## src/sv/uosm_pkg.sv

```systemverilog
// ----------------------------------------------------------------------------
// UTF-8 overlong/surrogate marker package
// Item types, check constants and the sequence check shared by the marker unit.
// ----------------------------------------------------------------------------
package uosm_pkg;

	localparam int unsigned CodeW  = 25;
	localparam int unsigned CountW = 3;

	// Input item: one raw text byte and the end-of-text flag.
	typedef struct packed {
		logic [7:0] data_byte;
		logic       end_of_text;
	} raw_item_t;

	// Result item: one output text byte and the end-of-run flag.
	typedef struct packed {
		logic [7:0] out_byte;
		logic       last_of_run;
	} mkd_item_t;

	// Checked item handed from the sequence tracker to the emitter.
	typedef struct packed {
		logic [7:0] data_byte;
		logic       pre_mark;
		logic       post_mark;
	} chk_t;

	localparam logic [CodeW-1:0]  UNICODE_TOP = CodeW'(32'h0010_FFFF);
	localparam logic [CodeW-1:0]  SURR_LOW    = CodeW'(32'h0000_D800);
	localparam logic [CodeW-1:0]  SURR_HIGH   = CodeW'(32'h0000_DFFF);
	localparam logic [CodeW-1:0]  MIN_TWO     = CodeW'(32'd128);
	localparam logic [CodeW-1:0]  MIN_THREE   = CodeW'(32'd2048);
	localparam logic [CodeW-1:0]  MIN_FOUR    = CodeW'(32'd65536);
	localparam logic [CountW-1:0] COUNT_ONE   = CountW'(1);
	localparam logic [CountW-1:0] COUNT_TWO   = CountW'(2);
	localparam logic [CountW-1:0] COUNT_THREE = CountW'(3);
	localparam logic [CountW-1:0] COUNT_FOUR  = CountW'(4);

	// The marker is U+2620, sent as a three-byte sequence.
	localparam logic [15:0] MARK_CODE = 16'h2620;
	localparam logic [7:0]  MARK_B0   = {4'hE, MARK_CODE[15:12]};
	localparam logic [7:0]  MARK_B1   = {2'b10, MARK_CODE[11:6]};
	localparam logic [7:0]  MARK_B2   = {2'b10, MARK_CODE[5:0]};

	// A sequence fails if it is a surrogate, overlong for its length, or
	// beyond the top of the code space.
	function automatic logic seq_fails(input logic [CodeW-1:0] v,
	                                   input logic [CountW-1:0] n);
		logic bad;
		bad = (v >= SURR_LOW) && (v <= SURR_HIGH);
		if (n == COUNT_TWO && v < MIN_TWO) bad = 1'b1;
		if (n == COUNT_THREE && v < MIN_THREE) bad = 1'b1;
		if (n == COUNT_FOUR && (v < MIN_FOUR || v > UNICODE_TOP)) bad = 1'b1;
		return bad;
	endfunction

endpackage

```

## src/sv/utf8_overlong_surrogate_marker_unit.sv

```systemverilog
// ----------------------------------------------------------------------------
// UTF-8 overlong/surrogate marker unit
// Passes a UTF-8 byte stream through and inserts the marker U+2620 after any
// sequence that is overlong, a surrogate or beyond U+10FFFF.
// ----------------------------------------------------------------------------
// The raw channel takes one text byte per item, with end_of_text on the final
// byte of a text. The marked channel gives one output byte per item, and
// last_of_run is set on the final output byte that an input item causes.
// Each input item gives its own byte, preceded by the three marker bytes when
// the sequence it closes fails the check, and followed by them when
// end_of_text is set and the sequence standing after the byte fails.
// An input item is registered in the emitter at the edge where it is accepted,
// and its bytes then pass through the output register, which sends one byte
// per cycle while the receiver does not stall; a clean item gives one byte,
// an item with one marker four bytes and an item with both markers seven.
// The emitter stage is the only limit: raw_stall stays high while it still
// holds bytes of the current item that the output register has not taken.
// When the receiver stalls, the output item holds and the emitter waits, and
// once the emitter is full the raw channel is stalled in turn.
// Reset clears the sequence state to an empty sequence and empties both the
// emitter and the output register; an end-of-text item does the same to the
// sequence state after its final check.
// ----------------------------------------------------------------------------
module utf8_overlong_surrogate_marker_unit (
	input  logic                clk,
	input  logic                arst_n,
	input  logic                raw_valid,
	output logic                raw_stall,
	input  uosm_pkg::raw_item_t raw_item,
	output logic                mkd_valid,
	input  logic                mkd_stall,
	output uosm_pkg::mkd_item_t mkd_item
);
	import uosm_pkg::*;

	chk_t chk;
	logic raw_accept;

	// The tracker updates its sequence state on exactly the edges where the
	// emitter takes the item.
	assign raw_accept = raw_valid && !raw_stall;

	uosm_track u_track (
		.clk    (clk),
		.arst_n (arst_n),
		.accept (raw_accept),
		.item   (raw_item),
		.chk    (chk)
	);

	uosm_emit u_emit (
		.clk       (clk),
		.arst_n    (arst_n),
		.valid     (raw_valid),
		.stall     (raw_stall),
		.chk       (chk),
		.mkd_valid (mkd_valid),
		.mkd_stall (mkd_stall),
		.mkd_item  (mkd_item)
	);

endmodule

```

## src/sv/uosm_track.sv

```systemverilog
// ----------------------------------------------------------------------------
// UTF-8 sequence tracker
// Holds the code value and byte count of the current sequence and flags the
// items that need a marker before or after their byte.
// ----------------------------------------------------------------------------
module uosm_track (
	input  logic                clk,
	input  logic                arst_n,
	input  logic                accept,
	input  uosm_pkg::raw_item_t item,
	output uosm_pkg::chk_t      chk
);
	import uosm_pkg::*;

	logic [CodeW-1:0]  code_value_q;
	logic [CountW-1:0] seq_byte_count_q;
	logic [CodeW-1:0]  next_value;
	logic [CountW-1:0] next_count;
	logic [7:0]        b;
	logic              ends_seq;

	assign b = item.data_byte;

	always_comb begin
		next_value = code_value_q;
		next_count = seq_byte_count_q;
		ends_seq   = 1'b0;
		if (b[7:6] == 2'b11) begin
			// Lead byte: keep the payload bits that its length leaves.
			ends_seq   = 1'b1;
			next_count = COUNT_ONE;
			if (!b[5]) begin
				next_value = CodeW'(b[4:0]);
			end else if (!b[4]) begin
				next_value = CodeW'(b[3:0]);
			end else if (!b[3]) begin
				next_value = CodeW'(b[2:0]);
			end else begin
				next_value = '0;
			end
		end else if (b[7]) begin
			// Continuation byte: a full sequence absorbs further ones unchanged.
			if (seq_byte_count_q < COUNT_FOUR) begin
				next_count = seq_byte_count_q + COUNT_ONE;
				next_value = {code_value_q[CodeW-7:0], b[5:0]};
			end
		end else begin
			ends_seq   = 1'b1;
			next_count = COUNT_ONE;
			next_value = CodeW'(b);
		end
	end

	assign chk.data_byte = b;
	assign chk.pre_mark  = ends_seq && seq_fails(code_value_q, seq_byte_count_q);
	assign chk.post_mark = item.end_of_text && seq_fails(next_value, next_count);

	always_ff @(posedge clk or negedge arst_n) begin
		if (!arst_n) begin
			code_value_q     <= '0;
			seq_byte_count_q <= '0;
		end else if (accept) begin
			if (item.end_of_text) begin
				code_value_q     <= '0;
				seq_byte_count_q <= '0;
			end else begin
				code_value_q     <= next_value;
				seq_byte_count_q <= next_count;
			end
		end
	end

endmodule

```

## src/sv/uosm_emit.sv

```systemverilog
// ----------------------------------------------------------------------------
// Marker emitter
// Holds one checked item and sends its bytes, with any markers, through the
// output register one byte per cycle while the receiver does not stall.
// ----------------------------------------------------------------------------
module uosm_emit (
	input  logic                clk,
	input  logic                arst_n,
	input  logic                valid,
	output logic                stall,
	input  uosm_pkg::chk_t      chk,
	output logic                mkd_valid,
	input  logic                mkd_stall,
	output uosm_pkg::mkd_item_t mkd_item
);
	import uosm_pkg::*;

	// Byte positions within one item: leading marker, the byte, trailing marker.
	typedef enum logic [2:0] {
		PH_PRE0  = 3'd0,
		PH_PRE1  = 3'd1,
		PH_PRE2  = 3'd2,
		PH_BYTE  = 3'd3,
		PH_POST0 = 3'd4,
		PH_POST1 = 3'd5,
		PH_POST2 = 3'd6
	} phase_t;

	chk_t       item_s1;
	logic       valid_s1;
	phase_t     phase_q;
	mkd_item_t  out_s2;
	logic       valid_s2;
	logic       out_free;
	logic       load;
	logic       last_phase;
	logic       done;
	logic       accept;
	logic [7:0] cur_byte;

	assign out_free   = !valid_s2 || !mkd_stall;
	assign load       = valid_s1 && out_free;
	assign last_phase = (phase_q == (item_s1.post_mark ? PH_POST2 : PH_BYTE));
	assign done       = load && last_phase;
	assign stall      = valid_s1 && !done;
	assign accept     = valid && !stall;

	always_comb begin
		case (phase_q)
			PH_PRE0, PH_POST0: cur_byte = MARK_B0;
			PH_PRE1, PH_POST1: cur_byte = MARK_B1;
			PH_PRE2, PH_POST2: cur_byte = MARK_B2;
			default:           cur_byte = item_s1.data_byte;
		endcase
	end

	always_ff @(posedge clk or negedge arst_n) begin
		if (!arst_n) begin
			valid_s1 <= 1'b0;
			phase_q  <= PH_BYTE;
			item_s1  <= '0;
			valid_s2 <= 1'b0;
			out_s2   <= '0;
		end else begin
			if (accept) begin
				valid_s1 <= 1'b1;
				item_s1  <= chk;
				phase_q  <= chk.pre_mark ? PH_PRE0 : PH_BYTE;
			end else if (done) begin
				valid_s1 <= 1'b0;
			end else if (load) begin
				phase_q <= phase_t'(phase_q + 3'd1);
			end
			if (out_free) begin
				valid_s2 <= load;
			end
			if (load) begin
				out_s2.out_byte    <= cur_byte;
				out_s2.last_of_run <= last_phase;
			end
		end
	end

	assign mkd_valid = valid_s2;
	assign mkd_item  = out_s2;

endmodule

```

## config.mk

```make
export PLATFORM = sky130hd
export DESIGN_NAME = utf8_overlong_surrogate_marker_unit
export DESIGN_NICKNAME = d
export VERILOG_FILES = /design/src/sv/uosm_pkg.sv /design/src/sv/utf8_overlong_surrogate_marker_unit.sv /design/src/sv/uosm_track.sv /design/src/sv/uosm_emit.sv
export SDC_FILE = /design/constraint.sdc
export NUM_CORES = 1
export LEC_CHECK = 0
export ABC_AREA = 1
export ABC_CLOCK_PERIOD_IN_PS = 2000
export BUFFER_PORTS_ARGS = -buffer_cell sky130_fd_sc_hd__clkbuf_2
export CORE_MARGIN = 10
export CORE_UTILIZATION = 45
export CTS_BUF_LIST = sky130_fd_sc_hd__clkbuf_2
export CTS_CLUSTER_DIAMETER = 80
export CTS_CLUSTER_SIZE = 30
export DETAILED_ROUTE_END_ITERATION = 10
export PLACE_DENSITY = 0.67
export SLEW_MARGIN = 20
export SYNTH_ARGS = -nofsm -noshare
export SYNTH_HDL_FRONTEND = slang
export SYNTH_SLANG_ARGS = --single-unit
```

## constraint.sdc

```tcl
create_clock -name clk -period 2 [get_ports clk]
set_input_delay 0.2 -clock clk [delete_from_list [all_inputs] [get_ports clk]]
set_output_delay 0.2 -clock clk [all_outputs]
set_load 0.03 [all_outputs]
```

Word-level counts from Yosys, hierarchy flattened:

Index checks and enable logic that the tools add are counted.

* register bits: 51
* bits of input ports: 13
* output and inout port bits: 11

* $add $sub $neg: 2
* eq/ne operators: 14
* reduce and logical (&&, ||, !) cells: 28
* mux-type cells: 27
* order comparisons: 13

Operators by type and width (number)
* 25-bit 2-to-1 mux: 6
* 25-bit by 16-bit greater-or-equal comparator with 1-bit output (second input constant): 2
* 25-bit by 21-bit greater-than comparator with 1-bit output (second input constant): 2
* 25-bit by 16-bit <= comparator with 1-bit output (second input constant): 2
* 25-bit by 12-bit less-than comparator with 1-bit output (second input constant): 2
* 25-bit by 17-bit less-than comparator with 1-bit output (second input constant): 2
* 25-bit by 8-bit less-than comparator with 1-bit output (second input constant): 2
* 3-bit 2-to-1 mux: 9
* 8-bit one-hot mux with 3 select lines: 1
* 3-bit by 2-bit == test with 1-bit output (second input constant): 5
* 3-bit == test (second input constant): 5
* 1-bit logical AND: 14
* 1-bit 2-to-1 mux: 10
* 3-bit by 1-bit adder with 3-bit output (second input constant): 2
* 2-bit OR reduction: 3
* 1-bit logical NOT: 4
* 2-bit nonzero test: 2
* 3-bit by 1-bit == test with 1-bit output (second input constant): 1
* 3-bit == test: 1
* 3-bit logical NOT: 1
* 1-bit logical OR: 3
* 3-bit less-than comparator (second input constant): 1
* 2-bit == test (second input constant): 1
* 2-bit 2-to-1 mux: 1
* 2 further kinds: 2

Depth between registers and ports, before layout:

Gate-level depths: netlist of run 1.

* word-level depth: 10
* depth in mapped cells: 13
* mapped depth without buffers: 12

By module:

A second synthesis of run 1 with hierarchy kept.

* cells, all modules: 392
* area, all modules: 3006.6 um^2

Modules (own cells, without submodules)
* uosm_track: instances 1, area an instance 1960.6 um^2, cells an instance 280
* uosm_emit: instances 1, area an instance 1036.0 um^2, cells an instance 110
* utf8_overlong_surrogate_marker_unit: instances 1, area an instance 10.0 um^2, cells an instance 2

Worst setup path after synthesis of run 1:

No wires, ideal clock.

* kind: register to register
* from: register u_emit.valid_s2 (netlist: u_emit.mkd_valid)
* to: register u_track.code_value_q[20]
* setup slack: 0.378 ns
* data arrival time: 1.539 ns
* cell stages (with the launch flop): 11
* clock period less this slack: 1.622 ns
* required time: 1.917 ns
* cell sequence: dfrtp_1 > nand2_1 > inv_1 > nor2_4 > nand3_1 > nand2_1 > nand2_2 > inv_1 > buf_4 > nand3_1 > o21ai_0

* longest elaborated chain between the ends: 8

Ends and longest elaborated chain
* from (decl): line uosm_emit.sv:33 `logic valid_s2;`
* from (signal assigned): line uosm_emit.sv:75 `valid_s2 <= load;`
* 1-bit logical NOT: line uosm_emit.sv:41 `assign out_free = !valid_s2 || !mkd_stall;`
* 1-bit logical OR: line uosm_emit.sv:41
* 1-bit logical AND: line uosm_emit.sv:42 `assign load = valid_s1 && out_free;`
* 1-bit logical AND: line uosm_emit.sv:44 `assign done = load && last_phase;`
* 1-bit logical NOT: line uosm_emit.sv:45 `assign stall = valid_s1 && !done;`
* 1-bit logical AND: line uosm_emit.sv:45
* 1-bit logical NOT: line utf8_overlong_surrogate_marker_unit.sv:41 `assign raw_accept = raw_valid && !raw_stall;`
* 1-bit logical AND: line utf8_overlong_surrogate_marker_unit.sv:41
* to (signal assigned): line uosm_track.sv:67 `code_value_q <= next_value;`
* to (decl): line uosm_track.sv:15 `logic [CodeW-1:0] code_value_q;`

No other way between the ends.
A chain may end at the register's enable or synchronous reset.

Final worst setup path of run 1:

* from: register u_emit.phase_q[0]
* to: output raw_stall

* longest elaborated chain between the ends: 4

Ends and longest elaborated chain
* from (decl): line uosm_emit.sv:31 `phase_t phase_q;`
* from (signal assigned): line uosm_emit.sv:68 `phase_q <= chk.pre_mark ? PH_PRE0 : PH_BYTE;`
* from (signal assigned): line uosm_emit.sv:72 `phase_q <= phase_t'(phase_q + 3'd1);`
* 3-bit == test: line uosm_emit.sv:43 `assign last_phase = (phase_q == (item_s1.post_mark ? PH_POST2 : PH_BYTE));`
* 1-bit logical AND: line uosm_emit.sv:44
* 1-bit logical NOT: line uosm_emit.sv:45
* 1-bit logical AND: line uosm_emit.sv:45
* to (decl): line utf8_overlong_surrogate_marker_unit.sv:28 `output logic raw_stall,`

No other way between the ends.

==> results of run 1 <==
-- synth_stat cells, types with 2 or more instances --
| cell | count | area [um^2] |
|---|---|---|
| inv_1 | 45 | 169 |
| buf_4 | 3 | 22.5 |
| a32o_1 | 2 | 20.0 |
| o211ai_1 | 5 | 37.5 |
| nor2_4 | 2 | 22.5 |
| nand2_1 | 113 | 424 |
| o21ai_0 | 27 | 135 |
| nand2_2 | 2 | 12.5 |
| buf_2 | 2 | 10.0 |
| nand3_1 | 35 | 175 |
| o31ai_1 | 17 | 128 |
| nor2_1 | 28 | 105 |
| clkinv_1 | 2 | 7.51 |
| dfrtp_1 | 49 | 1230 |
| nor3_1 | 7 | 35.0 |
| a21oi_1 | 17 | 85.1 |
| nand4_1 | 3 | 18.8 |
| ha_1 | 7 | 87.6 |
| dfstp_2 | 2 | 52.6 |
| clkbuf_1 | 5 | 18.8 |
| o41ai_1 | 2 | 17.5 |
| buf_6 | 5 | 56.3 |
-- how the worst min path moves through the flow --
stage / from / end / slack (ns) / cells after the start
after global placement: arst_n / u_track.code_value_q[23] / 0.22 / 2
final: raw_item[4] / u_emit.item_s1[5] / 0.01 / 3
after detailed placement: arst_n / u_track.code_value_q[21] / 0.22 / 2
after floorplan: arst_n / u_emit.item_s1[0] / -0.1 / 0
after CTS: raw_item[4] / u_emit.item_s1[5] / 0.002 / 3
after global routing: raw_item[4] / u_emit.item_s1[5] / 0.007 / 3
-- cell families (layout without fill, tap and decap cells) --
kind of cell | count (synthesis) | after routing | synth area share
AND/OR/NAND/NOR | 195 | 195 | 0.279
AO/OA/AOI/OAI | 76 | 76 | 0.161
buffers and inverters | 63 | 95 | 0.0964
flip-flops | 51 | 51 | 0.429
adder cells (fa/ha/maj) | 7 | 7 | 0.0293
XOR/XNOR | 2 | 2 | 0.00587
-- where the power goes --
group,switching [mW],total [mW],internal (mW)
combinational,1.10,1.68,0.583
sequential,0.233,1.61,1.38
clock,0.376,0.478,0.102
total,1.71,3.78,2.07
-- per-layer routing --
metal,share of wire,track usage
met1,0.48,0.194
met2,0.45,0.224
met3,0.054,0.0334
met4,0.011,0.0397
met5,0,0
-- area by class of cell --
type                            instances  area, um^2  share of cell area
Sequential cell                        51        1280               0.386
Timing Repair Buffer                   39         284              0.0856
Inverter                               48         184              0.0554
Clock buffer                            5        25.0             0.00754
Tap cell                               77        96.3              0.0290
Multi-Input combinational cell        280        1420               0.428
Clock inverter                          3        28.8             0.00867
-- flip-flops by register name, indices dropped and copies added, names as in the netlist --
name / count
u_track.seq_byte_count_q: 3
u_emit.mkd_valid: 1
u_emit.mkd_item: 9
u_track.code_value_q: 25
u_emit.item_s1: 9
u_emit.valid_s1: 1
u_emit.phase_q: 3
-- through the flow --
step / worst slack (ns) / hold WS (ns) / setup TNS (ns) / util / instances
3_5_place_dp: 0.161 / 0.221 / 0 / 0.497 / 487
6_report: 0.134 / 0.0139 / 0 / 0.520 / 503
4_1_cts: 0.00234 / 0.00193 / 0 / 0.516 / 502
2_1_floorplan: 0.378 / -0.0956 / 0 / - / 394
3_3_place_gp: 0.267 / 0.220 / 0 / 0.497 / 487
5_1_grt: -0.00434 / 0.00685 / -0.00434 / 0.520 / 503
-- critical path: stages, from the launching register on --
cell and delay (ns):
dfstp_2 0.64, nand2_1 0.06, o21ai_1 0.13, nand3_1 0.12, nand2_2 0.11, inv_2 0.04
buf_6 0.13
-- repair_timing --
item / 4_1_cts / 5_1_grt
hold buffers: 7 / 0
resized for setup: 0 / 10
setup endpoints to repair: 0 / 7
endpoints found under the hold margin: 57 / 0
setup buffers: 0 / 1
==> results by stage, run 1 <==
Drt:
- The total wire length after detailed routing is 7150 um.
- The DRC marker count from the first detailed-route iteration is 160.
- The total vias in the final route is 2,652.
- In the routed design, unresolved DRC markers number 0.
- The number of iterations in the first detailed-routing pass is 5.
- The remaining number of nets flagged by the antenna check after routing is 0.
- The average vias per placed instance is 5.27.
- Dividing the detail-routed wire length by the instance count gives 14.2 um.

Clock network:
- Clock-pin slew was measured on the worst setup and hold paths at 0.31 ns.
- The number of H-tree levels is 2.
- The later pin in the worst-skew pair is clocked with a latency of 0.47 ns.
- The maximum buffer depth of the clock tree is 2.
- TritonCTS built the clock tree.
- The clock root buffer master is clkbuf_2.
- TritonCTS created 5 clock buffers.
- The clock sink count is 51.

Worst setup path:
- In this run the register-to-register setup slack is 0.18 ns.
- The endpoint identified for the worst register-to-register timing path is u_emit.mkd_item[6].
- Along the worst path, the maximum fanout reaches 5.
- The worst setup path is launched from a flip-flop.
- In this run the critical register-to-register path is launched from u_emit.phase_q[1].
- Counting cells, the worst reg-to-reg path comes to 7.
- The kind of end point of the critical path is a primary output.
- The most critical setup path has its endpoint at raw_stall.
- The required time at the endpoint of the critical path is 1.80 ns.
- For the worst setup path, the data arrival time is 1.67 ns.
- The classification of the worst setup path is flip-flop to primary output.
- In this run the worst setup path begins at u_emit.phase_q[0].

Finish:
- Relative to the synthesized area, the layout overhead comes to 11.2%.
- Leaving out fill and tap cells, the most frequent cell in the layout is nand2_1.
- The layout filler cell count is 632.
- In the layout the commonest cells are nand2_1 (112), dfrtp_1 (48), inv_1 (42), nand3_1 (35), nor2_1 (28).
- The net count of the finished layout is 445.
- The number of antenna diodes is 0.
- The share of final-layout standard cells stronger than drive strength 1 is 0.134.
- After routing the design area is 0.00332 mm^2.

Synth:
- The number of instances in the synthesized netlist is 394.
- The synthesized netlist net count is 414.
- Dividing the synthesized area by the synthesized cell count gives 7.57 um^2.
- The mapped netlist covers 0.00298 mm^2.
- In the synthesized netlist the dominant register cell turns out to be dfrtp_1.
- The share of the Yosys chip area taken by registers is 0.429.
- The number of warnings reported in the yosys synthesis log is 0.
- Yosys mapped a number of flops with a built-in enable equal to 0.
- After synthesis, the netlist uses 36 different library cells.
- The post-synthesis sequential element count is 51.
- The share of flip-flops with an asynchronous set or reset is 1.00.

Floorplan:
- The floorplan step set the die width to 101 um.
- The standard-cell row count is 29.
- The total die area is 0.0103 mm^2.
- The number of top-level pins is 24.
- The core region is 0.00639 mm^2.
- The y dimension of the die is 101 um.
- The initial standard-cell utilization of the core is 0.467.

Place:
- The cell area after placement is 0.00317 mm^2.
- Detailed placement finished with a half-perimeter wire length of 5250 um.
- The congestion estimate from routability-driven global placement came to 0.884.
- Buffers placed on the I/O ports in this run total 23.

STA:
- Headroom to the max-slew limit came out at 0.716.
- The final period utilization is 0.933.
- The upper clock frequency limit is 536 MHz.
- The smallest clock period supported by the final layout is computed as 1.87 ns.
- For the pin with the worst max-slew slack, the measured transition is 0.425 ns.
- Setup repair after global routing could not meet its margin everywhere.
- The final max-slew violation count is 0.
- The number of endpoints with negative hold slack in the final report is 0.
- Setup violations remaining at the end of the flow were counted as 0.
- Clock skew on the completed layout was measured at 0.0297 ns.

Min path:
- The worst hold path belongs to the class input port to flip-flop.

GRT:
- The first global-routing pass estimated 12,100 um of wire.
- For this run, the total global-route usage over all layers was measured as 0.143.
- The number of antenna violations at the first check in global routing is 0.
- The via count of the first global-routing pass is 2,547.
- The maximum number of pins on one net before global-route repair is 52.
- The total overflow left after global routing is 0.

Power and ir drop:
- The overall power consumption is 3.78 mW.
- The total power per unit cell area is 1140 mW/mm^2.
- The analysis attributes to cell leakage a power of 1.65 nW.
- VDD sags by at most 818 uV.

Status:
- The flow ran to the end, and the final reports show no timing, DRC or antenna violations.

Run:
- Across the run, the number of max-cap violations was 0.
(Power assumes the default switching activity.)
==> inputs of run 2 (changes only) <==
Settings changed: CORE_MARGIN 10 to 5.
==> results by stage, run 2 (synthesis gave the netlist of run 1 again) <==
Floorplan:
- The total die area is 0.00836 mm^2 (-19%).
- The core footprint is 0.00639 mm^2 (unchanged).
- The die width is 91.4 um (-9.9%).
- The number of top-level pins is 24 (unchanged).
- The y dimension of the die is 91.4 um (-9.9%).
- The initial standard-cell utilization of the core is 0.467 (unchanged).
- The standard-cell row count is 29 (unchanged).

GRT:
- The total routing usage reported by global routing is 0.171 (+0.0276).
- The wire length of the first global-routing pass is 11,900 um (-2.2%).
- The number of antenna violations at the first check in global routing was 0 (unchanged).
- The maximum number of pins on one net before global-route repair is 52 (unchanged).
- The via count of the first global-routing pass is 2,428 (-4.7%).
- The total global routing overflow is 0 (unchanged).

Finish:
- The number of flip-flops under the largest register name is 25 (unchanged).
- The share of final-layout standard cells stronger than drive strength 1 is 0.126 (-0.00793).
- The most frequent standard cell in the layout excluding fill and tap cells is nand2_1.
- In the layout the commonest cells are nand2_1 (112), dfrtp_1 (49), inv_1 (44), nand3_1 (35), nor2_1 (28).
- The net count of the finished layout is 448 (+0.67%).
- The number of antenna diodes is 0 (unchanged).
- From synthesis to final layout, the design area changed by 11.6%.
- The post-route standard cell area excluding fillers is 0.00333 mm^2 (+0.34%).
- The number of cells in the finished layout apart from fillers is 506 (+0.60%).
- The largest register by flop count is u_track.code_value_q.
- The layout filler cell count was 631 (-0.16%).

Worst setup path:
- The required time at the endpoint of the critical path is 1.80 ns (about the same).
- The critical path starts at u_emit.phase_q[0].
- The kind of end point of the critical path is a primary output.
- STA classifies the critical path startpoint as a flip-flop.
- The classification of the worst setup path is flip-flop to primary output.
- The arrival time of data at the critical path endpoint came to 1.64 ns (-0.03 ns).
- The startpoint of the worst-slack reg-to-reg timing path is u_emit.phase_q[0].
- The biggest fanout along the worst timing path is 4 (-1).

STA:
- The total setup violations reported at the end of the flow is 0 (unchanged).
- The upper clock frequency limit is 543 MHz (+1.3%).
- The final period utilization is 0.921 (-0.0117).
- The time the final worst path needs with I/O delays and setup came to 1.84 ns (-0.0235 ns).
- The final worst slack came to 0.157 ns (+0.0235 ns).
- The number of endpoints with negative hold slack in the final report is 0 (unchanged).
- The transition time at the pin with the least slew margin came to 0.652 ns (+0.228 ns).
- The worst slew slack as a fraction of its limit is 0.565 (-0.151).
- The worst slack on hold paths is 0.0803 ns (+0.0665 ns).
- The clock skew after layout is 0.00810 ns (-0.0216 ns).
- The final max-slew violation count is 0 (unchanged).

Drt:
- The total vias in the final route was 2,629 (-0.87%).
- The average wire length per cell after detail routing came to 13.5 um (-5.3%).
- The remaining number of nets flagged by the antenna check after routing was 0 (unchanged).
- The DRC marker count from the first detailed-route iteration is 154 (-3.8%).
- The average vias per placed instance is 5.20 (-1.5%).
- The total wire length after detailed routing is 6820 um (-4.7%).
- The DRC violations left is 0 (unchanged).
- The number of iterations in the first detailed-routing pass was 4 (-1).

Power and ir drop:
- The worst IR drop on VDD is 881 uV (+7.8%).
- The total power per unit cell area is 1150 mW/mm^2 (+1.1%).
- The cell leakage power is 1.67 nW (+0.83%).

Clock network:
- The number of H-tree levels is 2 (unchanged).
- The number of buffers created by CTS is 5 (unchanged).
- The latest clock arrival within the worst-skew pair came to 0.43 ns (-0.04 ns).
- TritonCTS built the clock tree.
- The clock sink count is 51 (unchanged).
- The maximum buffer depth of the clock tree was 2 (unchanged).
- The clock root buffer master is clkbuf_2.
- The clock-pin slew on the worst setup and hold paths is 0.27 ns (-0.04 ns).

Place:
- The post-detailed-placement half-perimeter wirelength is 4940 um (-5.9%).
- The worst slack after detailed placement was 0.207 ns (+0.0456 ns).
- The number of placed cells counting well taps is 487 (unchanged).
- The cell area after placement was 0.00315 mm^2 (-0.79%).
- The count of buffers from port buffering is 23 (unchanged).
- The routability congestion estimate is 0.878 (-0.64%).

Min path:
- In this run the most critical hold path is launched from raw_item[8].
- The min-delay analysis places its worst path in the category input port to flip-flop.

Status:
- The flow ran to the end, and the final reports show no timing, DRC or antenna violations.

Run:
- The number of maximum-capacitance constraint violations is 0 (unchanged).
[run 2: cell count changes in the layout (fill, tap and decap cells not counted), moves of 2 or more]
cell	previous run	this run
dlygate4sd3_1	7	9
buf_4	7	10
clkinv_4	2	0
buf_12	2	0
inv_1	42	44
[run 2: path summary, 6_finish.rpt]
kind                                       endpoint  slack (ns)  cells past startpoint
min in group asynchronous  u_track.code_value_q[24]        0.35                      3
setup / recovery                          raw_stall        0.16                      6
setup reg to reg                  u_emit.phase_q[1]        0.22                      9
max in group asynchronous  u_track.code_value_q[13]        1.21                      3
hold reg to reg                  u_emit.mkd_item[0]        0.52                      2
hold / removal                    u_emit.item_s1[9]        0.08                      3
[run 2: final cells by class]
type | instances | area (um^2) | share of cell area
inverters | 48 | 180 | 0.0541
multi-input cells | 280 | 1420 | 0.427
clock buffers | 5 | 25.0 | 0.00752
clock inverters | 3 | 42.5 | 0.0128
repair buffers | 42 | 287 | 0.0861
flip-flops and latches | 51 | 1280 | 0.384
well taps | 77 | 96.3 | 0.0289
[run 2: layer usage]
metal | vias up | wire length [um] | GRT usage
met5 | - | 0 | 0
met4 | 0 | 61 | 0.0403
met3 | 7 | 412 | 0.0355
met2 | 58 | 3060 | 0.257
met1 | 1192 | 3280 | 0.251
li1 | 1372 | - | -
[run 2: report_power, final]
group	switching (mW)	internal [mW]	total (mW)
clock network	0.348	0.212	0.560
registers	0.226	1.38	1.61
logic	1.08	0.590	1.67
total	1.65	2.18	3.83
[run 2: timing repair]
action | in CTS | in global routing
endpoints found under the setup margin | 0 | 4
endpoints found under the hold margin | 55 | 2
resized for setup | 0 | 7
setup buffers | 0 | 2
hold buffers | 7 | 2
[run 2: worst max-delay path: stages (launching register included)]
cell	delay, ns
dfstp_2	0.63
nand2_1	0.06
o21ai_1	0.11
nand3_1	0.13
nand2_2	0.11
inv_1	0.05
buf_6	0.13
[run 2: through the flow]
step	utilization	setup TNS (ns)	power [mW]
floorplan	-	0	2.81
global placement	0.493	0	3.20
detailed placement	0.493	0	3.24
CTS	0.514	0	3.82
global route	0.521	-0.00233	4.17
finish	0.521	0	3.83
